## src/hw/rtl/line_segment_screen_clipper_core_assert.svh

```systemverilog
// ----------------------------------------------------------------------------
// line segment screen clipper assertion macros
// shared property forms for the clipper checks
// ----------------------------------------------------------------------------
`ifndef LINE_SEGMENT_SCREEN_CLIPPER_CORE_ASSERT_SVH
`define LINE_SEGMENT_SCREEN_CLIPPER_CORE_ASSERT_SVH

// same-cycle implication
`define LSSC_ASSERT_NOW(lbl, ante, cons, msg) \
	lbl: assert property (@(posedge clk) disable iff (!arst_n) (ante) |-> (cons)) \
		else $error(msg);

// next-cycle implication
`define LSSC_ASSERT_NEXT(lbl, ante, cons, msg) \
	lbl: assert property (@(posedge clk) disable iff (!arst_n) (ante) |=> (cons)) \
		else $error(msg);

`endif

```

## src/hw/rtl/lssc_pkg.sv

```systemverilog
// ----------------------------------------------------------------------------
// line segment screen clipper package
// widths, codes and pipeline records shared by the clipper modules
// ----------------------------------------------------------------------------
`default_nettype none

package lssc_pkg;

	localparam int CW  = 32;
	localparam int MW  = 32;
	localparam int PW  = 2 * MW;
	localparam int QW  = 34;
	localparam int DIM = 15;

	localparam logic [DIM-1:0] WIDTH_RST  = 15'd640;
	localparam logic [DIM-1:0] HEIGHT_RST = 15'd480;

	localparam logic REG_WIDTH  = 1'b0;
	localparam logic REG_HEIGHT = 1'b1;

	localparam int EDGE_WEST  = 0;
	localparam int EDGE_EAST  = 1;
	localparam int EDGE_SOUTH = 2;
	localparam int EDGE_NORTH = 3;
	localparam int NEDGE      = 4;

	typedef logic [CW-1:0] coord_t;

	typedef struct packed {
		logic [MW-1:0] rem;
		logic [QW-1:0] low;
		logic [QW-1:0] quo;
		logic [MW-1:0] den;
		logic          ovf;
	} div_st_t;

	typedef struct packed {
		logic             general;
		logic             ok;
		coord_t           x1;
		coord_t           y1;
		coord_t           x2;
		coord_t           y2;
		logic             i1;
		logic             i2;
		logic [NEDGE-1:0] neg;
	} ctx_t;

endpackage

`default_nettype wire

```

## src/hw/rtl/lssc_cfg.sv

```systemverilog
// ----------------------------------------------------------------------------
// line segment screen clipper configuration registers
// apb write and read of the screen width and height
// ----------------------------------------------------------------------------
`default_nettype none

module lssc_cfg
	import lssc_pkg::*;
(
	input  wire logic           clk,
	input  wire logic           arst_n,
	input  wire logic           psel,
	input  wire logic           penable,
	input  wire logic           pwrite,
	input  wire logic [2:0]     paddr,
	input  wire logic [31:0]    pwdata,
	output      logic [31:0]    prdata,
	output      logic [DIM-1:0] scr_w,
	output      logic [DIM-1:0] scr_h
);

	logic wr;
	logic [DIM-1:0] width_q;
	logic [DIM-1:0] height_q;

	assign wr = psel & penable & pwrite;

	always_ff @(posedge clk or negedge arst_n) begin
		if (!arst_n) begin
			width_q  <= WIDTH_RST;
			height_q <= HEIGHT_RST;
		end else if (wr) begin
			unique case (paddr[2])
				REG_WIDTH:  width_q  <= pwdata[DIM-1:0];
				REG_HEIGHT: height_q <= pwdata[DIM-1:0];
				default:    width_q  <= width_q;
			endcase
		end
	end

	always_comb begin
		unique case (paddr[2])
			REG_WIDTH:  prdata = {{(32-DIM){1'b0}}, width_q};
			REG_HEIGHT: prdata = {{(32-DIM){1'b0}}, height_q};
			default:    prdata = '0;
		endcase
	end

	assign scr_w = width_q;
	assign scr_h = height_q;

endmodule

`default_nettype wire

```

## config.mk

```make
export PLATFORM = sky130hd
export DESIGN_NAME = lssc_cfg
export DESIGN_NICKNAME = d
export VERILOG_FILES = /design/src/hw/rtl/line_segment_screen_clipper_core_assert.svh /design/src/hw/rtl/lssc_pkg.sv /design/src/hw/rtl/lssc_cfg.sv
export SDC_FILE = /design/constraint.sdc
export NUM_CORES = 1
export LEC_CHECK = 0
export ABC_AREA = 1
export BUFFER_PORTS_ARGS = -buffer_cell sky130_fd_sc_hd__buf_2
export CORE_MARGIN = 3
export CORE_UTILIZATION = 45
export DETAILED_ROUTE_END_ITERATION = 10
export PLACE_DENSITY = 0.85
export SLEW_MARGIN = 20
export SYNTH_ARGS = -nofsm -noshare
export SYNTH_HDL_FRONTEND = slang
export SYNTH_SLANG_ARGS = --single-unit
```

## constraint.sdc

```tcl
create_clock -name clk -period 1.7 [get_ports clk]
set_input_delay 0.255 -clock clk [delete_from_list [all_inputs] [get_ports clk]]
set_output_delay 0.255 -clock clk [all_outputs]
set_load 0.02 [all_outputs]
```

==> flow_summary_export.csv <==
group,metric,value,unit
run_status,outcome,"completed",
yosys,netlist_top_cells_area,"sky130_fd_sc_hd__dfrtp_1, sky130_fd_sc_hd__nand2_1, sky130_fd_sc_hd__dfstp_2",
critical_path,startpoint_type,"flip-flop",
timing,setup_violations,0,
place,post-dp-hpwl,2.492,mm
cts,clock_buffers_created_by_tritoncts,5,
global_routing,grt_first_pass_wirelength,6.016,mm
floorplanning,floorplan.io_pins,102,
finish,finish.net_count,306,
yosys,post-synth-top-area-cell,"sky130_fd_sc_hd__dfrtp_1",
power_and_ir_drop,comb_power_share,33.6,%
critical_path,start_point_of_the_critical_path,"scr_h[8]",
detailed_routing,post_drt_via_cell_ratio,4.621,
yosys,synth_commonest_cells,"sky130_fd_sc_hd__nand2_1, sky130_fd_sc_hd__nand3_1, sky130_fd_sc_hd__dfrtp_1",
yosys,yosys_warnings,0,
floorplanning,core,3153,µm²
detailed_routing,antenna_violating_nets_post_route,0,
yosys,synth_most_common_cell,"sky130_fd_sc_hd__nand2_1",
global_routing,grt_pass1_vias,1347,
yosys,synth-simple-area-share,37.82,%
worst_hold_path,worst_hold_path_type,"in2reg",
cts,clock_buffer_depth,2,
yosys,largest_family_of_logic_cells_by_synthesized_area,"simple AND/OR/NAND/NOR gates",
detailed_routing,detail_route.wl_per_cell,11.20,µm
power_and_ir_drop,p_per_area,1171,nW/µm²
place,io_buffers,65,
cts,tritoncts,"done",
yosys,ys_dominant_reg_cell,"sky130_fd_sc_hd__dfrtp_1",
critical_path,worstRegToRegCells,2,
place,detailedPlace.worstSlack,0.2091,ns
cts,clock_insertion_delay_worst_skew,0.31,ns
power_and_ir_drop,cell_internal_pwr,1.391,mW
detailed_routing,route.final.wire_length,3.484,mm
yosys,synth_area_per_cell,7.626,µm²
timing,min_period,1.397,ns
critical_path,critPathCaptureType,"output pin",
global_routing,congestion_overflow_gr,0,
detailed_routing,drt_first_pass_iters,6,
global_routing,grt.total_usage,18.28,%
cts,cts-htree-levels,2,
critical_path,crit_fanout,3,
yosys,synth_edf_count,0,
power_and_ir_drop,ir_drop,0.6584,mV
floorplanning,fp-row-count,20,
critical_path,critical_path_required,1.44,ns
finish,antenna_cells_inserted,0,
place,gp_congestion,0.6979,
timing,fin_tns_setup,0,ns
power_and_ir_drop,p_seq_share,43.3,%
timing,fin_crit_sh,82.19,%
flow_run,timing.max_cap.violations,0,
timing,slew_violations,0,
timing,max_slew.worst_pin.slew,0.6372,ns
yosys,sequential_to_total_area_share_from_yosys_stat,49.71,%
timing,timing.fmax,715.7,MHz
yosys,synthesis.instances,200,
yosys,netlist.area_leader.share,39.38,%
power_and_ir_drop,power.leakage,1.178,nW
timing,final_hold_viol_count,0,
timing,maxSlewHeadroom,57.52,%
power_and_ir_drop,switching_share,38.01,%
global_routing,grt_max_degree,32,
yosys,synth_xor_area_share,0,%
timing,grt_setup_unrepaired,"no",
critical_path,critical_path.reg2reg.startpoint,"scr_h[8]",
timing,hold_slack,0.1535,ns
power_and_ir_drop,clock_power_share,23.1,%
yosys,synth-compound-area-share,0,%
global_routing,grt_antenna_before_repair,0,
timing,finalClockSkew,0,ns
cts,clock-sinks,30,
critical_path,regToRegSetupSlack,0.96,ns
yosys,synth_async_sr_flop_share,100.0,%
finish,post-route-cell-area,1916,µm²
detailed_routing,routed-via-count,1437,
critical_path,worstPathArrival,1.14,ns
detailed_routing,drt-initial-drc-count,59,
floorplanning,initial_utilization,48.37,%
yosys,synth_mux_area_share,0,%
yosys,ys_types,11,
critical_path,critical_path.endpoint,"prdata[8]",
power_and_ir_drop,p_sw,852.9,µW
yosys,yosys.area_share.adder,0,%
critical_path,critPathKind,"reg2out",
cts,cts_root_buf,"sky130_fd_sc_hd__clkbuf_4",
power_and_ir_drop,p_total,2.244,mW
yosys,synth_seq_cells,30,
floorplanning,die_area,4124,µm²
finish,layout-drive-gt1-share,33.33,%
floorplanning,die-height,64.22,µm
finish,syn_to_final_growth,25.59,%
floorplanning,die_width,64.22,µm
cts,clk_transition_reported_paths,0.09,ns
timing,post-route-worst-setup-slack,0.3027,ns
yosys,mappedNetlistArea,1525,µm²
critical_path,timing.rr.end,"scr_h[8]",
detailed_routing,drcViolationCount,0,
place,dpl-instance-area,1827,µm²
worst min-delay path by stage:
stage               from       end  slack, ns  depth (start not counted)
2_1_floorplan     arst_n  scr_h[0]      -0.04                          0
3_3_place_gp      arst_n  scr_w[0]       0.31                          1
3_5_place_dp      arst_n  scr_w[0]       0.32                          1
4_1_cts        pwdata[7]  scr_w[7]       0.14                          3
5_1_grt        pwdata[7]  scr_w[7]       0.16                          3
6_report       pwdata[7]  scr_w[7]       0.15                          3
critical path, stage by stage, from the launching register on:
cell,delay [ns]
sky130_fd_sc_hd__dfstp_2,0.56
sky130_fd_sc_hd__nand2_1,0.05
sky130_fd_sc_hd__nand2_1,0.07
sky130_fd_sc_hd__buf_2,0.15
power by group through the flow:
stage	Combinational, mW	Sequential (mW)	Clock (mW)
after floorplan	0.343	1.14	0
after global placement	0.751	0.978	0
after detailed placement	0.764	0.982	0
after CTS	0.765	0.971	0.533
after global routing	0.830	0.996	0.561
final	0.755	0.971	0.518
state kept, by name (all words and copies together) (netlist names):
register	flops
scr_w	15
scr_h	15
layout make-up:
type                            count  area [µm²]
Timing Repair Buffer               71       372.9
Fill cell                         306        1237
Inverter                            2       7.507
Clock buffer                        8       78.83
Tap cell                           44       55.05
Multi-Input combinational cell    156       643.1
Sequential cell                    30       758.2
logic make-up (layout without fill, tap and decap cells):
logic type | after synthesis | in the layout
flip-flops | 30 | 30
buffers and inverters | 30 | 81
other | 1 | 17
AND/OR/NAND/NOR | 139 | 139
through the flow:
stage                     cells  util (%)
after floorplan             216         -
after global placement      302     57.94
after detailed placement    302     57.94
after CTS                   311     60.75
after global routing        311     60.75
final                       311     60.75
metal layers:
layer / global-route usage [%] / share of wire [%] / wire [µm]
met1: 23.48 / 44 / 1550
met2: 30.32 / 47 / 1627
met3: 4.042 / 7.9 / 274
met4: 6.332 / 0.89 / 31
met5: 0 / 0 / 0
what timing repair did:
item,CTS,global route
gates resized for setup,0,0
hold buffers,1,0
hold endpoints to repair,24,0
buffers inserted,0,0
placed cells by master, fill, tap and decap left out, drive strengths merged:
cell type    synthesis  routed
dfrtp               24      24
nor2                 1       1
nand4                2       2
nand2              106     106
inv                  2       2
dlygate4sd3          0       1
conb                 1      17
buf                 25      70
clkbuf               3       8
dfstp                6       6
nand3               30      30
Power figures use the tool's default switching activity.
